$ cat config.mk
export PLATFORM = sky130hd
export DESIGN_NAME = sound_voice_allocator_top_flat
export DESIGN_NICKNAME = d
export VERILOG_FILES = /design/src/hdl/sva_pkg.sv /design/src/hdl/sva_ifs.sv /design/src/hdl/sva_ram.sv /design/src/hdl/sva_ctrl.sv /design/src/hdl/sound_voice_allocator_top.sv /design/src/flat_wrapper.sv
export SDC_FILE = /design/constraint.sdc
export NUM_CORES = 2
export LEC_CHECK = 0
export BUFFER_PORTS_ARGS = -buffer_cell sky130_fd_sc_hd__buf_2
export CORE_MARGIN = 3
export CORE_UTILIZATION = 60
export CTS_CLUSTER_DIAMETER = 120
export DETAILED_ROUTE_END_ITERATION = 12
export PLACE_DENSITY = 0.85
export REMOVE_ABC_BUFFERS = 1
export SLEW_MARGIN = 20
export SYNTH_ARGS = -nofsm -noshare
export SYNTH_HDL_FRONTEND = slang
export SYNTH_SLANG_ARGS = --single-unit
$ cat constraint.sdc
create_clock -name clk -period 13.4 [get_ports clk]
set_input_delay 0.67 -clock clk [delete_from_list [all_inputs] [get_ports clk]]
set_output_delay 0.67 -clock clk [all_outputs]
set_load 0.1 [all_outputs]
$ cat src/hdl/sva_pkg.sv
// Types and constants of the voice allocator.
package sva_pkg;

  localparam int CMD_W      = 2;
  localparam int ENT_W      = 10;
  localparam int SUB_W      = 3;
  localparam int TIME_W     = 31;
  localparam int SLOT_W     = 5;
  localparam int ACT_W      = 6;
  localparam int CFG_IDX_W  = 2;
  localparam int CFG_DATA_W = 10;

  typedef logic [CMD_W-1:0]     cmd_t;
  typedef logic [CFG_IDX_W-1:0] cfg_idx_t;

  localparam cmd_t CMD_ALLOC    = 2'd0;
  localparam cmd_t CMD_STOP     = 2'd1;
  localparam cmd_t CMD_STOP_RAW = 2'd2;

  localparam cfg_idx_t CFG_ACTIVE_SLOTS  = 2'd0;
  localparam cfg_idx_t CFG_PLAYER_ENTITY = 2'd1;

  typedef enum logic [1:0] {
    ST_IDLE,
    ST_SCAN,
    ST_FINISH
  } state_t;

  typedef struct packed {
    logic [ACT_W-1:0] active_slots;
    logic [ENT_W-1:0] player_entity;
  } cfg_t;

  typedef struct packed {
    cmd_t              cmd;
    logic [ENT_W-1:0]  entity;
    logic [SUB_W-1:0]  sub_channel;
    logic [TIME_W-1:0] now_time;
    logic              as_stream;
    logic [SLOT_W-1:0] target_slot;
  } req_t;

  typedef struct packed {
    logic              granted;
    logic [SLOT_W-1:0] slot;
  } res_t;

  // One entry of the slot memory.
  typedef struct packed {
    logic [ENT_W-1:0]  entity;
    logic [SUB_W-1:0]  sub_channel;
    logic [TIME_W-1:0] start;
  } slot_rec_t;

endpackage

$ cat src/hdl/sva_ifs.sv
// Handshake interfaces of the request, result and configuration channels.
interface sva_in_if;
  logic                          valid;
  logic                          ready;
  logic [sva_pkg::CMD_W-1:0]     cmd;
  logic [sva_pkg::ENT_W-1:0]     entity;
  logic [sva_pkg::SUB_W-1:0]     sub_channel;
  logic [sva_pkg::TIME_W-1:0]    now_time;
  logic                          as_stream;
  logic [sva_pkg::SLOT_W-1:0]    target_slot;

  modport source (output valid, cmd, entity, sub_channel, now_time, as_stream, target_slot,
                  input ready);
  modport sink (input valid, cmd, entity, sub_channel, now_time, as_stream, target_slot,
                output ready);
endinterface

interface sva_out_if;
  logic                       valid;
  logic                       ready;
  logic                       granted;
  logic [sva_pkg::SLOT_W-1:0] slot;

  modport source (output valid, granted, slot, input ready);
  modport sink (input valid, granted, slot, output ready);
endinterface

interface sva_cfg_if;
  logic                           valid;
  logic                           ready;
  logic [sva_pkg::CFG_IDX_W-1:0]  index;
  logic [sva_pkg::CFG_DATA_W-1:0] data;

  modport source (output valid, index, data, input ready);
  modport sink (input valid, index, data, output ready);
endinterface

$ cat src/hdl/sva_ram.sv
// Generic single-write, single-read RAM with registered read data.
module sva_ram #(
  parameter int WIDTH = 44,
  parameter int DEPTH = 32
) (
  input  logic                                   clk,
  input  logic                                   we,
  input  logic [(DEPTH > 1 ? $clog2(DEPTH) : 1)-1:0] waddr,
  input  logic [WIDTH-1:0]                       wdata,
  input  logic [(DEPTH > 1 ? $clog2(DEPTH) : 1)-1:0] raddr,
  output logic [WIDTH-1:0]                       rdata
);

  logic [WIDTH-1:0] mem [DEPTH];
  logic [WIDTH-1:0] rdata_r;

  always_ff @(posedge clk) begin
    if (we) begin
      mem[waddr] <= wdata;
    end
    rdata_r <= mem[raddr];
  end

  assign rdata = rdata_r;

endmodule

$ cat src/hdl/sva_ctrl.sv
// Sequencer of the allocator: slot scan over the memory, flags and write-back.
module sva_ctrl #(
  parameter int NUM_SLOTS = 32
) (
  input  logic                    clk,
  input  logic                    rst_n,
  input  sva_pkg::cfg_t           cfg,
  input  logic                    req_valid,
  output logic                    req_ready,
  input  sva_pkg::req_t           req,
  output logic                    res_valid,
  output sva_pkg::res_t           res,
  input  logic                    res_take,
  output logic                    ram_we,
  output logic [(NUM_SLOTS > 1 ? $clog2(NUM_SLOTS) : 1)-1:0] ram_waddr,
  output sva_pkg::slot_rec_t      ram_wdata,
  output logic [(NUM_SLOTS > 1 ? $clog2(NUM_SLOTS) : 1)-1:0] ram_raddr,
  input  sva_pkg::slot_rec_t      ram_rdata
);
  import sva_pkg::*;

  localparam int IW = (NUM_SLOTS > 1) ? $clog2(NUM_SLOTS) : 1;
  localparam int CW = $clog2(NUM_SLOTS + 1);

  state_t                state_r, state_nxt;
  req_t                  req_r, req_nxt;
  logic [CW-1:0]         lim_r, lim_nxt;
  logic [CW-1:0]         iss_r, iss_nxt;
  logic                  ev_vld_r, ev_vld_nxt;
  logic [IW-1:0]         ev_idx_r, ev_idx_nxt;
  logic                  found_r, found_nxt;
  logic [IW-1:0]         choice_r, choice_nxt;
  logic [TIME_W-1:0]     oldest_r, oldest_nxt;
  logic [NUM_SLOTS-1:0]  busy_r, busy_nxt;
  logic [NUM_SLOTS-1:0]  stream_r, stream_nxt;

  logic                  e_stream, e_busy, e_hit, e_prot, e_old;
  logic [CW-1:0]         lim_req;
  logic [IW-1:0]         tgt_idx;
  logic                  tgt_ok;

  // Evaluation of the slot whose memory entry has just come back.
  always_comb begin
    e_stream = stream_r[ev_idx_r];
    e_busy   = busy_r[ev_idx_r];
    e_hit    = !e_stream &&
               (!e_busy || (req_r.sub_channel != '0 &&
                            ram_rdata.entity == req_r.entity &&
                            ram_rdata.sub_channel == req_r.sub_channel));
    e_prot   = (ram_rdata.entity == cfg.player_entity) &&
               (req_r.entity != cfg.player_entity);
    e_old    = !e_stream && e_busy && !e_prot && (ram_rdata.start < oldest_r);
  end

  always_comb begin
    if (32'(cfg.active_slots) > NUM_SLOTS) begin
      lim_req = CW'(NUM_SLOTS);
    end else begin
      lim_req = CW'(cfg.active_slots);
    end
    tgt_idx = IW'(req_r.target_slot);
    tgt_ok  = 32'(req_r.target_slot) < NUM_SLOTS;
  end

  always_comb begin
    state_nxt  = state_r;
    req_nxt    = req_r;
    lim_nxt    = lim_r;
    iss_nxt    = iss_r;
    ev_vld_nxt = ev_vld_r;
    ev_idx_nxt = ev_idx_r;
    found_nxt  = found_r;
    choice_nxt = choice_r;
    oldest_nxt = oldest_r;
    busy_nxt   = busy_r;
    stream_nxt = stream_r;
    req_ready  = 1'b0;
    res_valid  = 1'b0;
    res        = '0;
    ram_we     = 1'b0;
    ram_waddr  = choice_r;
    ram_wdata  = '{entity: req_r.entity, sub_channel: req_r.sub_channel,
                   start: req_r.now_time};
    ram_raddr  = iss_r[IW-1:0];

    case (state_r)
      ST_IDLE: begin
        req_ready = 1'b1;
        if (req_valid) begin
          req_nxt    = req;
          lim_nxt    = lim_req;
          iss_nxt    = '0;
          ev_vld_nxt = 1'b0;
          found_nxt  = 1'b0;
          choice_nxt = '0;
          oldest_nxt = req.now_time;
          state_nxt  = (req.cmd == CMD_ALLOC) ? ST_SCAN : ST_FINISH;
        end
      end

      ST_SCAN: begin
        if (ev_vld_r && e_hit) begin
          found_nxt  = 1'b1;
          choice_nxt = ev_idx_r;
          ev_vld_nxt = 1'b0;
          state_nxt  = ST_FINISH;
        end else begin
          if (ev_vld_r && e_old) begin
            oldest_nxt = ram_rdata.start;
            choice_nxt = ev_idx_r;
            found_nxt  = 1'b1;
          end
          if (iss_r != lim_r) begin
            ev_vld_nxt = 1'b1;
            ev_idx_nxt = iss_r[IW-1:0];
            iss_nxt    = iss_r + CW'(1);
          end else begin
            ev_vld_nxt = 1'b0;
            if (!ev_vld_r) begin
              state_nxt = ST_FINISH;
            end
          end
        end
      end

      ST_FINISH: begin
        res_valid = 1'b1;
        case (req_r.cmd)
          CMD_ALLOC: begin
            res.granted = found_r;
            res.slot    = found_r ? SLOT_W'(choice_r) : '0;
          end
          CMD_STOP, CMD_STOP_RAW: begin
            res.slot = req_r.target_slot;
          end
          default: begin
            res = '0;
          end
        endcase
        if (res_take) begin
          state_nxt = ST_IDLE;
          case (req_r.cmd)
            CMD_ALLOC: begin
              if (found_r) begin
                ram_we               = 1'b1;
                busy_nxt[choice_r]   = !req_r.as_stream;
                stream_nxt[choice_r] = req_r.as_stream;
              end
            end
            CMD_STOP: begin
              if (tgt_ok) begin
                busy_nxt[tgt_idx] = 1'b0;
              end
            end
            CMD_STOP_RAW: begin
              if (tgt_ok) begin
                stream_nxt[tgt_idx] = 1'b0;
              end
            end
            default: begin
            end
          endcase
        end
      end

      default: begin
        state_nxt = ST_IDLE;
      end
    endcase
  end

  always_ff @(posedge clk) begin
    if (!rst_n) begin
      state_r  <= ST_IDLE;
      ev_vld_r <= 1'b0;
      busy_r   <= '0;
      stream_r <= '0;
    end else begin
      state_r  <= state_nxt;
      ev_vld_r <= ev_vld_nxt;
      busy_r   <= busy_nxt;
      stream_r <= stream_nxt;
    end
  end

  always_ff @(posedge clk) begin
    req_r    <= req_nxt;
    lim_r    <= lim_nxt;
    iss_r    <= iss_nxt;
    ev_idx_r <= ev_idx_nxt;
    found_r  <= found_nxt;
    choice_r <= choice_nxt;
    oldest_r <= oldest_nxt;
  end

endmodule

$ cat src/hdl/sound_voice_allocator_top.sv
// Top level of the voice allocator: configuration registers, slot memory and result register.
//
//   channel   direction  handshake       contents
//   in_ch     in         valid / ready   cmd, entity, sub_channel, now_time, as_stream,
//                                        target_slot
//   out_ch    out        valid / ready   granted, slot
//   cfg_ch    in         valid / ready   index (0 active_slots, 1 player_entity), data
//
// One item is in work at a time. An allocate scans up to min(active_slots, NUM_SLOTS) slots,
// fewer when a free or matching slot ends the scan early; a stop needs no scan. The slot
// memory is read one slot per cycle during the scan.
// Reset is synchronous and active low; it clears the busy and stream flags at once, while
// the entity, sub-channel and start-time memory is left as is and needs no clearing pass.
// A finished result waits in the output register; the next item is taken meanwhile and
// only stalls in its finish state if the previous result has still not been taken.
module sound_voice_allocator_top #(
  parameter int NUM_SLOTS = 32
) (
  input logic      clk,
  input logic      rst_n,
  sva_in_if.sink   in_ch,
  sva_out_if.source out_ch,
  sva_cfg_if.sink  cfg_ch
);
  import sva_pkg::*;

  localparam int IW = (NUM_SLOTS > 1) ? $clog2(NUM_SLOTS) : 1;

  cfg_t       cfg_r, cfg_nxt;
  res_t       out_r, out_nxt;
  logic       out_valid_r, out_valid_nxt;

  req_t       req;
  res_t       res;
  logic       res_valid;
  logic       res_take;

  logic       ram_we;
  logic [IW-1:0] ram_waddr;
  logic [IW-1:0] ram_raddr;
  slot_rec_t  ram_wdata;
  slot_rec_t  ram_rdata;
  logic [$bits(slot_rec_t)-1:0] ram_rdata_raw;

  // Configuration writes are always taken; indexes past the list are ignored.
  assign cfg_ch.ready = 1'b1;

  always_comb begin
    cfg_nxt = cfg_r;
    if (cfg_ch.valid) begin
      case (cfg_ch.index)
        CFG_ACTIVE_SLOTS:  cfg_nxt.active_slots  = cfg_ch.data[ACT_W-1:0];
        CFG_PLAYER_ENTITY: cfg_nxt.player_entity = cfg_ch.data[ENT_W-1:0];
        default: begin
        end
      endcase
    end
  end

  always_comb begin
    req.cmd         = in_ch.cmd;
    req.entity      = in_ch.entity;
    req.sub_channel = in_ch.sub_channel;
    req.now_time    = in_ch.now_time;
    req.as_stream   = in_ch.as_stream;
    req.target_slot = in_ch.target_slot;
  end

  // The result register loads when it is empty or being emptied in the same cycle.
  assign res_take = !out_valid_r || out_ch.ready;

  always_comb begin
    out_nxt       = out_r;
    out_valid_nxt = out_valid_r;
    if (res_valid && res_take) begin
      out_nxt       = res;
      out_valid_nxt = 1'b1;
    end else if (out_ch.ready) begin
      out_valid_nxt = 1'b0;
    end
  end

  always_ff @(posedge clk) begin
    if (!rst_n) begin
      cfg_r.active_slots  <= ACT_W'(32);
      cfg_r.player_entity <= ENT_W'(1);
      out_valid_r         <= 1'b0;
    end else begin
      cfg_r       <= cfg_nxt;
      out_valid_r <= out_valid_nxt;
    end
  end

  always_ff @(posedge clk) begin
    out_r <= out_nxt;
  end

  assign out_ch.valid   = out_valid_r;
  assign out_ch.granted = out_r.granted;
  assign out_ch.slot    = out_r.slot;

  sva_ctrl #(
    .NUM_SLOTS(NUM_SLOTS)
  ) u_ctrl (
    .clk       (clk),
    .rst_n     (rst_n),
    .cfg       (cfg_r),
    .req_valid (in_ch.valid),
    .req_ready (in_ch.ready),
    .req       (req),
    .res_valid (res_valid),
    .res       (res),
    .res_take  (res_take),
    .ram_we    (ram_we),
    .ram_waddr (ram_waddr),
    .ram_wdata (ram_wdata),
    .ram_raddr (ram_raddr),
    .ram_rdata (ram_rdata)
  );

  // Entity, sub-channel and start time of every slot, one entry per slot.
  sva_ram #(
    .WIDTH($bits(slot_rec_t)),
    .DEPTH(NUM_SLOTS)
  ) u_slot_ram (
    .clk   (clk),
    .we    (ram_we),
    .waddr (ram_waddr),
    .wdata (ram_wdata),
    .raddr (ram_raddr),
    .rdata (ram_rdata_raw)
  );

  assign ram_rdata = slot_rec_t'(ram_rdata_raw);

endmodule

$ cat src/flat_wrapper.sv
// flat-port wrapper written by rule: the top's interface ports become plain ports
module sound_voice_allocator_top_flat import sva_pkg::*;
#(
  parameter int NUM_SLOTS = 32
)
  (clk, rst_n, in_ch_valid, in_ch_cmd, in_ch_entity, in_ch_sub_channel, in_ch_now_time, in_ch_as_stream, in_ch_target_slot, in_ch_ready, out_ch_valid, out_ch_granted, out_ch_slot, out_ch_ready, cfg_ch_valid, cfg_ch_index, cfg_ch_data, cfg_ch_ready);
  sva_in_if in_ch_i ();
  sva_out_if out_ch_i ();
  sva_cfg_if cfg_ch_i ();
  input logic clk;
  input logic rst_n;
  input wire logic [$bits(in_ch_i.valid)-1:0] in_ch_valid;
  input wire logic [$bits(in_ch_i.cmd)-1:0] in_ch_cmd;
  input wire logic [$bits(in_ch_i.entity)-1:0] in_ch_entity;
  input wire logic [$bits(in_ch_i.sub_channel)-1:0] in_ch_sub_channel;
  input wire logic [$bits(in_ch_i.now_time)-1:0] in_ch_now_time;
  input wire logic [$bits(in_ch_i.as_stream)-1:0] in_ch_as_stream;
  input wire logic [$bits(in_ch_i.target_slot)-1:0] in_ch_target_slot;
  output wire logic [$bits(in_ch_i.ready)-1:0] in_ch_ready;
  output wire logic [$bits(out_ch_i.valid)-1:0] out_ch_valid;
  output wire logic [$bits(out_ch_i.granted)-1:0] out_ch_granted;
  output wire logic [$bits(out_ch_i.slot)-1:0] out_ch_slot;
  input wire logic [$bits(out_ch_i.ready)-1:0] out_ch_ready;
  input wire logic [$bits(cfg_ch_i.valid)-1:0] cfg_ch_valid;
  input wire logic [$bits(cfg_ch_i.index)-1:0] cfg_ch_index;
  input wire logic [$bits(cfg_ch_i.data)-1:0] cfg_ch_data;
  output wire logic [$bits(cfg_ch_i.ready)-1:0] cfg_ch_ready;
  assign in_ch_i.valid = in_ch_valid;
  assign in_ch_i.cmd = in_ch_cmd;
  assign in_ch_i.entity = in_ch_entity;
  assign in_ch_i.sub_channel = in_ch_sub_channel;
  assign in_ch_i.now_time = in_ch_now_time;
  assign in_ch_i.as_stream = in_ch_as_stream;
  assign in_ch_i.target_slot = in_ch_target_slot;
  assign in_ch_ready = in_ch_i.ready;
  assign out_ch_valid = out_ch_i.valid;
  assign out_ch_granted = out_ch_i.granted;
  assign out_ch_slot = out_ch_i.slot;
  assign out_ch_i.ready = out_ch_ready;
  assign cfg_ch_i.valid = cfg_ch_valid;
  assign cfg_ch_i.index = cfg_ch_index;
  assign cfg_ch_i.data = cfg_ch_data;
  assign cfg_ch_ready = cfg_ch_i.ready;
  sound_voice_allocator_top #(.NUM_SLOTS(NUM_SLOTS)) u_core (.clk(clk), .rst_n(rst_n), .in_ch(in_ch_i), .out_ch(out_ch_i), .cfg_ch(cfg_ch_i));
endmodule
==> results.md <==
- Worst-path fanout max: 31
- Synthesis Warnings: 0
- VDD IR max: 0.000121 V
- Core Rows: 120
- CP Launch Type: flop
- Total power: 11.3 mW
- GRT overflow: 0
- Post-route cell area: 72300 µm²
- Routed len/inst: 31.6 µm
- Yosys cell types: 58
- Die Height: 336 µm
- Final Routed Wirelength: 172 mm
- Clock-pin slew on the worst setup and hold paths: 60 ps
- Highest-delay cell along the critical path: a221oi_1
- First-pass GRT wire length: 249 mm
- RSZ-0062 raised after global routing: no
- Starting density of the core: 60.7%
- Number of global-route vias before repair: 38533
- Residual DRC: 0
- Clock root buffer: clkbuf_16
- Die W: 336 µm
- Max cap viols: 0
- Fin nets: 4005
- Routed Antenna Nets: 0
- Hold Crit Class: input pin to flop
- Synth Flop Type: edfxtp_1
- Post-synth ARST share: 0%
- Initial antenna violation count: 5
- Fmax: 199 MHz
- Cell Chain, Critical Path: inv_1 -> ha_1 -> a211oi_1 -> o21ai_0 -> a221oi_1 -> o21ai_0 -> a41oi_1 -> nand3_1 -> o41ai_4 -> buf_4
- CTS tree: yes
- Most used cell, CP: o21ai_0
- Cell Area, Placed: 67100 µm²
- Routability cong.: 0.822
- #FFs+latches synth: 1648
- Port bufs: 76
- Outcome: complete, no violations
- Worst path arrival time: 5390 ps
- Largest net degree at the start of global routing: 119
- Setup violators final: 0
- Final min period: 5020 ps
- Register area share after synthesis: 73.9%
- Max stage delay on crit path: 800 ps
- Period utilisation layout: 37.5%
- Most frequent cells in the layout: 1520 x edfxtp_1, 296 x mux2i_1, 292 x nand2_1
- Worst skew pair latency: 760 ps
- CTS Buffer Depth: 3
- Static Leakage: 23.5 nW
- Hold_ws: 81.8 ps
- Starting DRT DRC Count: 6550
- Skew final: 35.6 ps
- Post-layout worst setup margin: 8380 ps
- Via total after detailed routing: 38493
- Final setup TNS: 0 ps
- Worst Setup End Kind: flop
- DIE AREA: 113000 µm²
- Pwr Density: 156 nW/µm²
- Worst Path Required: 13770 ps
- Core Region: 108000 µm²
- Post-Syn Instances: 3812
- Post-CTS sizing: 0
- Area share of the largest cell type after synthesis: 70.0%
- Syn_area_per_cell: 17.1 µm²
- Number of synthesized flops with an enable pin: 1520
- Number of vias per cell: 7.09
- Sink Count: 1648
- Num ports: 78
- Most common cell after layout, fill and taps aside: edfxtp_1
- CTS Hold Bufs: 0
- WS Path Type: flop to flop
- Area growth, synth to finish: 10.9%
- Final Hold Viols: 0
- H-tree levels: 4
- Final count of pins violating max slew: 0
- Total track usage: 30.4%
- Yosys top cell by area: edfxtp_1
- Setup bufs post-CTS: 0
- Top area cells in the synthesized netlist: edfxtp_1 70%, mux4_2 6.3%, mux2i_1 4.5%
- TritonRoute pass-1 iters: 8
- Post-place setup slack: 8490 ps
- Post-DP HPWL: 79.0 mm
- Slew HR: 19.0%
- Synth Cell Area: 65200 µm²
- Share of layout cells above drive strength 1: 17.8%
- Least-Margin Pin Slew: 1210 ps
- Cts bufs inserted: 157
## report_power, final
part           leakage (nW)  total, mW  switching (mW)  internal, mW
combinational          6.18       1.03           0.644         0.381
clock                  2.51       4.43            1.87          2.55
sequential             14.8       5.86           0.133          5.73
## Yosys cell counts (39+ instances only)
| cell type | instances |
|---|---|
| o221ai_1 | 132 |
| nor3_1 | 39 |
| nor3b_1 | 69 |
| o21ai_0 | 100 |
| o22ai_1 | 45 |
| nand2_1 | 293 |
| mux2_2 | 89 |
| a22oi_1 | 75 |
| dfxtp_1 | 128 |
| edfxtp_1 | 1520 |
| nor2_1 | 127 |
| a21oi_1 | 204 |
| buf_2 | 49 |
| mux4_2 | 182 |
| mux2i_1 | 296 |
| o21ai_1 | 46 |
| clkbuf_1 | 120 |
## through the flow
stage | instances | utilization (%)
5_1_grt | 5428 | 67.3
6_report | 5431 | 67.3
2_1_floorplan | 3580 | -
3_3_place_gp | 5142 | 62.4
4_1_cts | 5425 | 67.2
3_5_place_dp | 5142 | 62.4
## cells by family after synthesis
| logic type | count (synthesis) | share of synthesized area, % |
|---|---|---|
| buffers and inverters | 267 | 1.87 |
| and+or+nand+nor | 627 | 4.48 |
| xor gates and xnor gates | 42 | 0.564 |
| adders and majority gates | 35 | 0.672 |
| muxes | 569 | 12.4 |
| AOI/OAI and AO/OA | 623 | 6.03 |
| DFF | 1648 | 73.9 |
| other | 1 | 0.00575 |
## final timing paths
kind | depth (start not counted) | endpoint | slack, ps | from
worst min-delay path | 1 | u_core.u_ctrl.ram_wdata[37] | 80 | in_ch_entity[3]
worst max-delay path | 10 | u_core.u_ctrl.oldest_r[9] | 8380 | u_core.u_ctrl.oldest_r[24]
worst min register to register | 2 | u_core.u_ctrl.stream_r[6] | 510 | u_core.u_ctrl.stream_r[6]
worst max register to register | 10 | u_core.u_ctrl.oldest_r[9] | 8380 | u_core.u_ctrl.oldest_r[24]
## layout make-up
type,count,area (µm²)
tap,1403,1760
clock buffer,215,4480
inverter,35,133
fill,6423,35200
sequential,1648,48200
multi-input combinational,1897,16000
antenna,3,7.51
timing repair buffer,162,1100
clock inverter,68,662
## worst max-delay path: cells and delay by family, from the launching register on
family                     cells  cell delay (ps)
adders and majority gates      1              320
DFF                            1              330
buffers and inverters          2              610
and+or+nand+nor                1              300
AOI/OAI and AO/OA              6             3040
## metal layers
layer | global-route usage, % | wire length, µm
met1 | 40.3 | 58400
met2 | 47.9 | 81900
met3 | 6.93 | 22500
met4 | 15.1 | 8900
met5 | 0 | 13
## state kept, by name (all words and copies together) (netlist names)
register	flops
u_core.u_ctrl.ram_waddr	5
u_core.u_ctrl.req_r	3
u_core.out_ch.slot	5
u_core.u_ctrl.found_r	1
u_core.u_ctrl.state_r	2
u_core.cfg_r	16
u_core.u_slot_ram.mem	1408
u_core.u_ctrl.busy_r	32
u_core.out_ch.granted	1
u_core.u_ctrl.lim_r	6
u_core.u_ctrl.stream_r	32
u_core.u_ctrl.ram_wdata	44
u_core.u_slot_ram.rdata	44
u_core.u_ctrl.ev_vld_r	1
u_core.out_ch.valid	1
u_core.u_ctrl.tgt_idx	5
u_core.u_ctrl.oldest_r	31
u_core.u_ctrl.ev_idx_r	5
u_core.u_ctrl.iss_r	6
Note: power is estimated with default switching activity, not from simulation.
